`src/sv/skeleton_forward_kinematics_macros.svh`:
```
// assertion macros for the skeleton forward kinematics block
// depends on nothing; included by the top file, which checks its own logic
`ifndef SKELETON_FORWARD_KINEMATICS_MACROS_SVH
`define SKELETON_FORWARD_KINEMATICS_MACROS_SVH

// same-cycle implication, disabled during reset
`define SKF_ASSERT_NOW(lbl, clk, rstn, ante, cons) \
  lbl: assert property (@(posedge clk) disable iff (!(rstn)) (ante) |-> (cons)) \
    else $error("skf check failed");

// next-cycle implication, disabled during reset
`define SKF_ASSERT_NEXT(lbl, clk, rstn, ante, cons) \
  lbl: assert property (@(posedge clk) disable iff (!(rstn)) (ante) |=> (cons)) \
    else $error("skf check failed");

`endif

```
`src/sv/skf_pkg.sv`:
```
// shared types, constants and rounding helpers of the forward kinematics block
// depends on nothing
`default_nettype none

package skf_pkg;

  localparam int MAX_BONES_DEF = 256;
  localparam int ROWS          = 3;

  localparam logic [1:0] LAST_ROW = 2'd2;

  // sequencer states
  typedef enum logic [2:0] {
    ST_IDLE,
    ST_QMUL,
    ST_QSUM,
    ST_MMUL,
    ST_MSUM,
    ST_ROW,
    ST_TAIL
  } state_e;

  // 3x3 matrix of Q1.14 entries, [row][col]
  typedef logic [2:0][2:0][15:0] mat_t;
  // three Q15.16 values
  typedef logic [2:0][31:0] vec3_t;
  // three Q1.14 values of one row
  typedef logic [2:0][15:0] row3_t;

  // stage enables of the local rotation datapath
  typedef struct packed {
    logic qmul;
    logic qsum;
    logic mmul;
    logic msum;
  } rot_ctrl_t;

  // control of the parent combine datapath
  typedef struct packed {
    logic       mul;
    logic [1:0] row;
  } xf_ctrl_t;

  // one finished row waiting for transfer
  typedef struct packed {
    logic [7:0]         bone;
    logic signed [15:0] ea;
    logic signed [15:0] eb;
    logic signed [15:0] ec;
    logic signed [31:0] tr;
    logic               bad;
  } out_row_t;

  // round half up by 14 bits, then saturate to 16 bits
  function automatic logic signed [15:0] rnd_sat16(input logic signed [51:0] v);
    logic signed [51:0] t;
    t = (v + 52'sd8192) >>> 14;
    if (t > 52'sd32767) begin
      return 16'sh7fff;
    end else if (t < -52'sd32768) begin
      return 16'sh8000;
    end
    return t[15:0];
  endfunction

  // saturate to 32 bits
  function automatic logic signed [31:0] sat32(input logic signed [51:0] v);
    if (v > 52'sd2147483647) begin
      return 32'sh7fffffff;
    end else if (v < -52'sd2147483648) begin
      return 32'sh80000000;
    end
    return v[31:0];
  endfunction

endpackage

`default_nettype wire

```
`src/sv/skf_obuf.sv`:
```
// output buffer: three row slots drained in row order on the master side
// depends on skf_pkg
`default_nettype none

module skf_obuf (
  input  wire logic               clk_i,
  input  wire logic               rst_ni,
  input  wire logic               wr_i,
  input  wire logic [1:0]         wr_row_i,
  input  wire skf_pkg::out_row_t  wr_data_i,
  output logic                    empty_o,
  output logic                    m_axis_tvalid,
  input  wire logic               m_axis_tready,
  // bone_index[7:0], entry_a[23:8], entry_b[39:24], entry_c[55:40],
  // translation_part[87:56]
  output logic [87:0]             m_axis_tdata,
  // row_index[1:0], bad_parent[2]
  output logic [2:0]              m_axis_tuser,
  output logic                    m_axis_tlast
);

  skf_pkg::out_row_t ent_q [3];
  logic [2:0] v_q, v_d;
  logic [1:0] head_q, head_d;
  logic       xfer;
  skf_pkg::out_row_t hd;

  assign xfer = m_axis_tvalid && m_axis_tready;

  // slot storage
  always_ff @(posedge clk_i) begin
    if (wr_i) begin
      ent_q[wr_row_i] <= wr_data_i;
    end
  end

  // valid bits and read pointer
  always_comb begin
    v_d    = v_q;
    head_d = head_q;
    if (xfer) begin
      v_d[head_q] = 1'b0;
      head_d      = (head_q == skf_pkg::LAST_ROW) ? 2'd0 : head_q + 2'd1;
    end
    if (wr_i) begin
      v_d[wr_row_i] = 1'b1;
    end
  end

  always_ff @(posedge clk_i or negedge rst_ni) begin
    if (!rst_ni) begin
      v_q    <= '0;
      head_q <= '0;
    end else begin
      v_q    <= v_d;
      head_q <= head_d;
    end
  end

  // master side
  always_comb begin
    hd            = ent_q[head_q];
    empty_o       = (v_q == 3'b000);
    m_axis_tvalid = v_q[head_q];
    m_axis_tdata  = {hd.tr, hd.ec, hd.eb, hd.ea, hd.bone};
    m_axis_tuser  = {hd.bad, head_q};
    m_axis_tlast  = (head_q == skf_pkg::LAST_ROW);
  end

endmodule

`default_nettype wire

```
`config.mk`:
```
export PLATFORM = sky130hd
export DESIGN_NAME = skf_obuf
export DESIGN_NICKNAME = d
export VERILOG_FILES = /design/src/sv/skeleton_forward_kinematics_macros.svh /design/src/sv/skf_pkg.sv /design/src/sv/skf_obuf.sv
export SDC_FILE = /design/constraint.sdc
export NUM_CORES = 1
export LEC_CHECK = 0
export BUFFER_PORTS_ARGS = -buffer_cell sky130_fd_sc_hd__buf_2
export CAP_MARGIN = 25
export CORE_UTILIZATION = 57
export CTS_BUF_LIST = sky130_fd_sc_hd__clkbuf_2
export CTS_CLUSTER_DIAMETER = 60
export CTS_CLUSTER_SIZE = 14
export DETAILED_ROUTE_END_ITERATION = 10
export GPL_ROUTABILITY_DRIVEN = 0
export PLACE_DENSITY_LB_ADDON = 0.15
export SETUP_SLACK_MARGIN = 0.2
export SLEW_MARGIN = 20
export SYNTH_ARGS = -nofsm -noshare
export SYNTH_HDL_FRONTEND = slang
export SYNTH_SLANG_ARGS = --single-unit
```
`constraint.sdc`:
```
create_clock -name clk_i -period 1.4 [get_ports clk_i]
set_clock_uncertainty 0.1 [all_clocks]
set_input_delay 0.07 -clock clk_i [delete_from_list [all_inputs] [get_ports clk_i]]
set_output_delay 0.07 -clock clk_i [all_outputs]
set_load 0.01 [all_outputs]
```
# Word-level counts from Yosys, hierarchy flattened
# Memory sizes are Yosys's and may differ from the RTL's.
# Cells that the tools add are included.
[op_classes] order_cmp=4 reduce_logical=4 n_mul=0 bitwise=3 shift=0 n_eq_ne=1 mux=11 n_addsub=1 div=0
[ops] operator="< comparator 2 x 3 -> 1 bit, second input constant" count=2
[ops] operator="2-to-1 mux 3 bit" count=2
[ops] operator="2-to-1 mux 1 bit" count=5
[ops] operator="demux 1 bit (select 2 bit)" count=2
[ops] operator=">= comparator 2 x 1 -> 1 bit, second input constant" count=2
[ops] operator="AND 3 bit" count=1
[ops] operator="logical AND 1 bit" count=3
[ops] operator="logical NOT 3 bit" count=1
[ops] operator="inverter 3 bit" count=1
[ops] operator="bitwise OR 3 bit" count=1
[ops] operator="adder 2 x 1 -> 2 bit, second input constant" count=1
[ops] operator="binary-select mux 1 bit (select 2 bit)" count=1
[ops] operator="equality test 2 bit, second input constant" count=1
[ops] operator="2-to-1 mux 2 bit" count=1
[word_totals] in_bits=95 ff_bits=5 mem_bits_rw=267 out_inout_bits=94 latchBits=0 memories=1 mem_bits_ro=0 wordCells=27
[mem_list] memory="ent_q" words=3 word_bits=89 read_ports=1 rd_clocked_by_memory_dff=0 wr=1 line_no="skf_obuf.sv:22" text="skf_pkg::out_row_t ent_q [3];"

# Logic depth before layout (Yosys ltp)
# Gate-level depths: netlist (run 1).
[logic_depth] word_depth=9 mapped_depth=5 ltp_nobuf=2

# Worst setup path after synthesis (run 1)
# Ideal clock, no wire load.
[synth_timing] path_kind="input to register" startpoint="in wr_row_i[1]" endpoint="mem ent_q[0][0] (netlist bit), enable pin" required_time_ns=0.632 setup_slack_ns=-5.991 setup_time_ns=0.668 cell_stages=1 path_buffers=0 arrival_time_ns=6.623 path_cell_list="nor3b_1"
[synth_lines] element="start: declaration" line_no="skf_obuf.sv:9" text="input wire logic [1:0] wr_row_i,"
[synth_lines] element="end: declaration" line_no="skf_obuf.sv:22"
# Straight into the memory's write port.

# Worst setup path after layout (run 1)
[layout_timing] startpoint="reg head_q[0]" endpoint="out m_axis_tdata[45]"
[layout_via] elab_chain_cells=1
[layout_lines] element="start: declaration" line_no="skf_obuf.sv:24" text="logic [1:0] head_q, head_d;"
[layout_lines] element="start signal: assignment" line_no="skf_obuf.sv:53" text="head_q <= '0;"
[layout_lines] element="start signal: assignment" line_no="skf_obuf.sv:56" text="head_q <= head_d;"
[layout_lines] element="memory (3 x 89 bit)"
[layout_lines] element="end: declaration" line_no="skf_obuf.sv:16" text="output logic [87:0] m_axis_tdata,"
# No other way between the ends.

==> impl_metrics.py, run 1 <==
metrics = {
    "setup_path": {
        "required_ps": 1230,
        "cp_max_fo": 5,
        "arrival_ps": 2170,
        "critPathLaunchType": "register",
        "crit_path_cell_trace": "buf_8, buf_12, mux2i_4, o21ai_4, buf_6",
        "critPathBufInv": 3,
        "critical-path-max-stage-delay_ps": 580,
        "end_kind": "primary output",
        "cp_top_family": "flip-flops",
        "cp_slowest_cell": "dfrtp_4",
        "crit_type": "register to primary output",
    },
    "cts": {
        "clk_pin_slew_ps": 240,
        "insertion_delay_ps": 780,
        "clk_path_buf_depth": 3,
        "htree_levels": 1,
        "cts_root_buf": "clkbuf_2",
        "cts_tree": "built",
        "cts_buffers": 23,
        "cts.sinks": 272,
    },
    "route": {
        "vias": 6733,
        "postRouteAntennaNets": 0,
        "drt-total-wl_um": 24730,
        "routedWlPerCell_um": 19.75,
        "drc_errors": 0,
        "initialDrtViolationCount": 411,
        "dr.pass1.iters": 5,
        "avgViaCountPerCell": 5.378,
    },
    "die": {
        "core-area_mm2": 0.01742,
        "io-pin-count": 189,
        "start_util_pct": 58.62,
        "fp-row-count": 48,
        "die_w_um": 135.8,
        "die_h_um": 135.8,
        "dieArea_mm2": 0.01845,
    },
    "timing": {
        "setup_viol": 99,
        "worstMarginPinSlew_ps": 355.6,
        "max_freq_mhz": 427.8,
        "period_share_pct": 167.0,
        "period_needed_ps": 2338,
        "relSlewSlack_pct": 75.97,
        "rsz0062_at_grt": "true",
        "final_max_slew_viol_count": 0,
        "hold_violations": 0,
        "worst_slack_ps": -937.8,
        "holdWs_ps": 93.26,
    },
    "cells_and_area": {
        "drive_gt1_share_pct": 32.75,
        "nFillCells": 892,
        "mostFrequentLayoutCells": "267 x edfxtp_1, 186 x dlygate4sd3_1, 175 x buf_2, 87 x nand2_1, 71 x mux2i_1",
        "final_cell_area_mm2": 0.01466,
        "fin_cells": 1252,
        "area_growth_syn_to_layout_pct": 43.54,
        "mostFrequentLayoutCell": "edfxtp_1",
        "num-nets-final": 1105,
    },
    "synth": {
        "syn_area_per_cell_um2": 17.25,
        "syn_nets": 687,
        "yosysWarnings": 0,
        "ys_seq_area_share_pct": 79.75,
        "synth_area_leaders": "edfxtp_1 79%, mux2i_1 8.8%, nand2_1 3.3%, o21ai_0 2.9%, o21ai_1 1.5%",
        "syn_area_mm2": 0.01021,
        "synth_cell_type_count": 22,
        "synth_seq_cells": 272,
        "netlist_instances": 592,
        "synth.top_cell.area_share_pct": 78.53,
        "yosys.area.top_type": "edfxtp_1",
    },
    "pwr": {
        "fin_total_pwr_mw": 22.97,
        "power_density_mw_per_mm2": 1568,
        "combPwrFrac_pct": 44.2,
        "switching_share_pct": 33.59,
        "p_leak_nw": 5.485,
        "pwr-share-seq_pct": 42.1,
        "p_int_mw": 15.26,
        "clkPwrFrac_pct": 13.6,
        "switchingPower_mw": 7.718,
        "peakVddDrop_v": 0.001183,
    },
    "place": {
        "dp_cells": 996,
        "place_hpwl_um": 11860,
        "io_buffers": 188,
        "post-place-ws_ps": -72.34,
        "post_dp_cell_area_mm2": 0.01186,
    },
    "grt": {
        "grt_pass1_wl_um": 35510,
        "grt_pass1_vias": 6692,
        "grt_overflow": 0,
        "antenna_found_initial": 1,
        "grt_max_degree": 49,
        "grtUsageTotal_pct": 25.66,
    },
    "status": {
        "outcome": "finished with violations",
        "failed_checks": "negative setup slack",
    },
    "min_path": {
        "hold_class": "input pin to async pin",
    },
    "flow_run": {
        "max_cap_viol_count": 0,
    },
}
## repair_timing
action,in CTS,in global routing
pin swaps,16,13
hold buffers,186,0
endpoints found under the setup margin,98,99
hold endpoints to repair,544,0
cloned,9,3
setup buffers,14,2
gates resized for setup,33,33
## power groups by stage
stage / clock network (mW) / logic (mW) / registers, mW
2_1_floorplan: 0 / 5.18 / 9.76
3_3_place_gp: 0 / 6.98 / 9.92
3_5_place_dp: 0 / 7.09 / 9.96
4_1_cts: 3.14 / 9.20 / 9.65
5_1_grt: 3.47 / 10.8 / 9.73
6_report: 3.13 / 10.2 / 9.68
## routing by layer
layer	share of wire, %	GRT usage [%]	vias up
met1	39	32.42	3349
met3	6.0	4.735	45
li1	-	-	3097
met2	53	45.52	242
met5	0	0	-
met4	2.2	6.804	0
## area by class of cell
type                    count  area [um^2]  area share (%)
flip-flops and latches    272         8152           55.62
repair buffers            425         3792           25.88
multi-input cells         288         2218           15.14
well taps                 225        281.5           1.921
clock buffers              40        200.2           1.366
clock inverters             1        8.758         0.05976
diodes                      1        2.502         0.01708
## cells by family after synthesis
| family | count (synthesis) | synth area share, % |
|---|---|---|
| flip-flops | 272 | 79.75 |
| AND/OR/NAND/NOR | 102 | 4.130 |
| AO/OA/AOI/OAI | 96 | 4.877 |
| multiplexers | 90 | 8.823 |
| buffers and inverters | 32 | 2.414 |
## tightest hold or removal path, cell delays in order
cell,delay [ps]
dlygate4sd3_1,550
buf_2,100
dlygate4sd3_1,680
## synthesized netlist by cell type
master,count
buf_6,4
or3b_1,1
buf_4,5
dfrtp_1,5
a21o_1,4
a22o_1,1
nand2_1,91
clkbuf_1,9
mux2i_1,90
nor2b_1,1
o21ai_0,60
o21ai_1,30
and3b_1,1
nor4bb_1,1
nor3_1,1
edfxtp_1,267
buf_12,4
o2bb2ai_1,1
nor3b_1,1
nand3b_1,4
buf_2,10
nor2_1,1
## worst paths after layout
| kind | endpoint | slack, ps | start | depth (start not counted) |
|---|---|---|---|---|
| max in group asynchronous | head_q[0] | 890 | rst_ni | 3 |
| min in group clk_i | head_q[1] | 110 | m_axis_tready | 4 |
| worst max-delay path | m_axis_tdata[45] | -940 | head_q[0] | 5 |
| worst min register to register | v_q[1] | 500 | v_q[1] | 1 |
| worst max register to register | v_q[0] | -400 | head_q[1] | 6 |
| worst min-delay path | head_q[1] | 90 | rst_ni | 3 |
## registers in the layout, indices dropped and copies added (netlist names)
signal and flops:
head_q 2, v_q 3, ent_q 267
## metrics by stage
step	utilization (%)	TNS (ps)
CTS	82.64	-82780
global route	84.15	-92830
detailed placement	68.10	-216.7
global placement	68.10	-10.56
finish	84.15	-81370
floorplan	-	-194770
No activity file was read; power rests on OpenSTA's default activity.
==> run 2, diff against run 1 <==
CORE_ASPECT_RATIO = 1.5   (was not set)
==> run 2 against run 1 <==
The flow finishes with violations (design-rule violations, negative setup slack). Cell count is 1.3% lower. Cell area is 0.51% lower. Fmax is 0.34% higher. Worst hold slack better by 14 ps. Setup slack better by 7.8 ps. Total power is 3.3% lower. Sequential power hardly changed. Non-clock buffer count is 3 higher. First-iteration DRC count is 16% lower. Global-route usage is 1.3 points lower. Largest cell class unchanged.
==> impl_metrics.py, run 2 (synthesis results as in run 1) <==
metrics = {
    "die": {
        "io-pin-count": 189,
        "core-area_mm2": 0.01742,
        "fp-row-count": 59,
        "start_util_pct": 58.60,
        "dieArea_mm2": 0.01846,
        "die_h_um": 165.9,
        "die_w_um": 111.3,
    },
    "timing": {
        "period_needed_ps": 2330,
        "worstMarginPinSlew_ps": 385.6,
        "rsz0062_at_grt": "true",
        "hold_violations": 0,
        "setup_viol": 99,
        "relSlewSlack_pct": 74.29,
        "worst_slack_ps": -930.0,
        "holdWs_ps": 107.4,
        "period_share_pct": 166.4,
        "max_freq_mhz": 429.2,
        "final_max_slew_viol_count": 0,
    },
    "grt": {
        "busiest_layer": "met2",
        "use_met1_pct": 27.70,
        "grtUsageTotal_pct": 24.33,
        "grt_use_met2_pct": 45.73,
        "grt_overflow": 0,
        "grt_pass1_vias": 7025,
        "grt_max_degree": 56,
        "grt_pass1_wl_um": 34890,
        "grt_util_met3_pct": 3.978,
        "antenna_found_initial": 1,
    },
    "setup_path": {
        "crit_path_cell_trace": "buf_12, clkbuf_16, mux2i_1, o21ai_1, buf_2",
        "cp_top_family": "flip-flops",
        "cp_max_fo": 16,
        "critPathBufInv": 3,
        "critical-path-max-stage-delay_ps": 550,
        "crit_type": "register to primary output",
        "arrival_ps": 2160,
        "cp_slowest_cell": "dfrtp_4",
        "critPathLaunchType": "register",
        "end_kind": "primary output",
        "required_ps": 1230,
    },
    "cells_and_area": {
        "regMostFlops": "ent_q",
        "mostFrequentLayoutCells": "267 x edfxtp_1, 186 x dlygate4sd3_1, 185 x buf_2, 86 x nand2_1, 71 x mux2i_1",
        "drive_gt1_share_pct": 32.78,
        "num-nets-final": 1108,
        "mostFrequentLayoutCell": "edfxtp_1",
        "seq_area_mm2": 0.008150,
        "fin_util_pct": 83.69,
        "top_regs": "ent_q (267), v_q (3), head_q (2)",
        "multi_input_area_mm2": 0.002210,
        "largest_reg_flops": 267,
        "nFillCells": 856,
        "area_growth_syn_to_layout_pct": 42.81,
    },
    "flow_run": {
        "max_cap_viol_count": 0,
    },
    "route": {
        "postRouteAntennaNets": 0,
        "routedWlPerCell_um": 19.20,
        "drt-total-wl_um": 23740,
        "vias": 6618,
        "initialDrtViolationCount": 345,
        "dr.pass1.iters": 8,
        "drc_errors": 24,
        "avgViaCountPerCell": 5.354,
    },
    "pwr": {
        "p_int_mw": 14.86,
        "switching_share_pct": 33.15,
        "fin_total_pwr_mw": 22.22,
        "switchingPower_mw": 7.367,
        "clkPwrFrac_pct": 13.0,
        "peakVddDrop_v": 0.001049,
        "combPwrFrac_pct": 43.5,
        "power_density_mw_per_mm2": 1524,
        "p_leak_nw": 5.464,
        "pwr-share-seq_pct": 43.6,
    },
    "place": {
        "place_hpwl_um": 12630,
        "io_buffers": 188,
    },
    "cts": {
        "htree_levels": 1,
        "cts_root_buf": "clkbuf_2",
        "cts.sinks": 272,
        "cts_tree": "built",
        "clk_path_buf_depth": 3,
        "insertion_delay_ps": 770,
        "clk_pin_slew_ps": 240,
        "cts_buffers": 23,
    },
    "status": {
        "outcome": "finished with violations",
        "failed_checks": "design-rule violations, negative setup slack",
    },
    "min_path": {
        "hold_class": "input pin to register",
    },
}
run 2: changes by cell type in the layout (fill, tap and decap cells not counted), moves of 3 or more:
cell and change:
buf_12 +10, buf_2 +10, buf_16 -7, clkbuf_2 -8
mux2i_2 +4, buf_6 -9, clkbuf_16 +3, mux2i_4 -4
run 2: worst paths after layout:
| path | from | to | slack [ps] | depth (start not counted) |
|---|---|---|---|---|
| setup / recovery | head_q[0] | m_axis_tdata[61] | -930 | 5 |
| hold / removal | m_axis_tready | head_q[1] | 110 | 4 |
| setup reg to reg | head_q[1] | head_q[1] | -210 | 6 |
| hold reg to reg | v_q[1] | v_q[1] | 520 | 1 |
| max in group asynchronous | rst_ni | head_q[1] | 830 | 3 |
| min in group asynchronous | rst_ni | head_q[0] | 130 | 3 |
run 2: area by class of cell:
| class | count | share of cell area, % |
|---|---|---|
| sequential | 272 | 55.90 |
| timing repair buffer | 428 | 25.92 |
| multi-input combinational | 288 | 15.15 |
| tap | 213 | 1.828 |
| clock buffer | 32 | 1.098 |
| clock inverter | 2 | 0.08582 |
| antenna | 1 | 0.01716 |
run 2: per-layer routing:
metal / up-vias / share of wire, %
met3: 51 / 5.6
met1: 3246 / 36
met4: 0 / 2.6
met5: - / 0
met2: 227 / 56
li1: 3094 / -
run 2: metrics by stage:
step / cell area [um^2] / setup TNS, ps / cells / setup slack [ps]
final: 14580 / -80390 / 1236 / -930.0
after global routing: 14580 / -94630 / 1236 / -1060
after global placement: 12030 / -18.69 / 993 / -13.09
after CTS: 14230 / -85410 / 1220 / -1001
after detailed placement: 12030 / -202.7 / 993 / -47.84
after floorplan: 10600 / -194770 / 592 / -1509
run 2: tightest hold or removal path, stage by stage:
cell           delay [ps]
dlygate4sd3_1         540
buf_2                 160
nand2_1                70
a22o_1                120
run 2: power by group through the flow:
stage	Clock, mW	Sequential [mW]	Combinational [mW]
2_1_floorplan	0	9.76	5.18
3_3_place_gp	0	9.84	7.38
3_5_place_dp	0	9.87	7.51
4_1_cts	2.98	9.71	8.42
5_1_grt	3.26	9.73	10.2
6_report	2.88	9.68	9.66
run 2: repair_timing:
item / CTS / global route
endpoints found under the hold margin: 544 / 0
pin swaps: 1 / 9
resized for setup: 18 / 22
endpoints found under the setup margin: 99 / 99
buffers inserted: 5 / 8
gates cloned: 2 / 7
hold buffers: 186 / 0
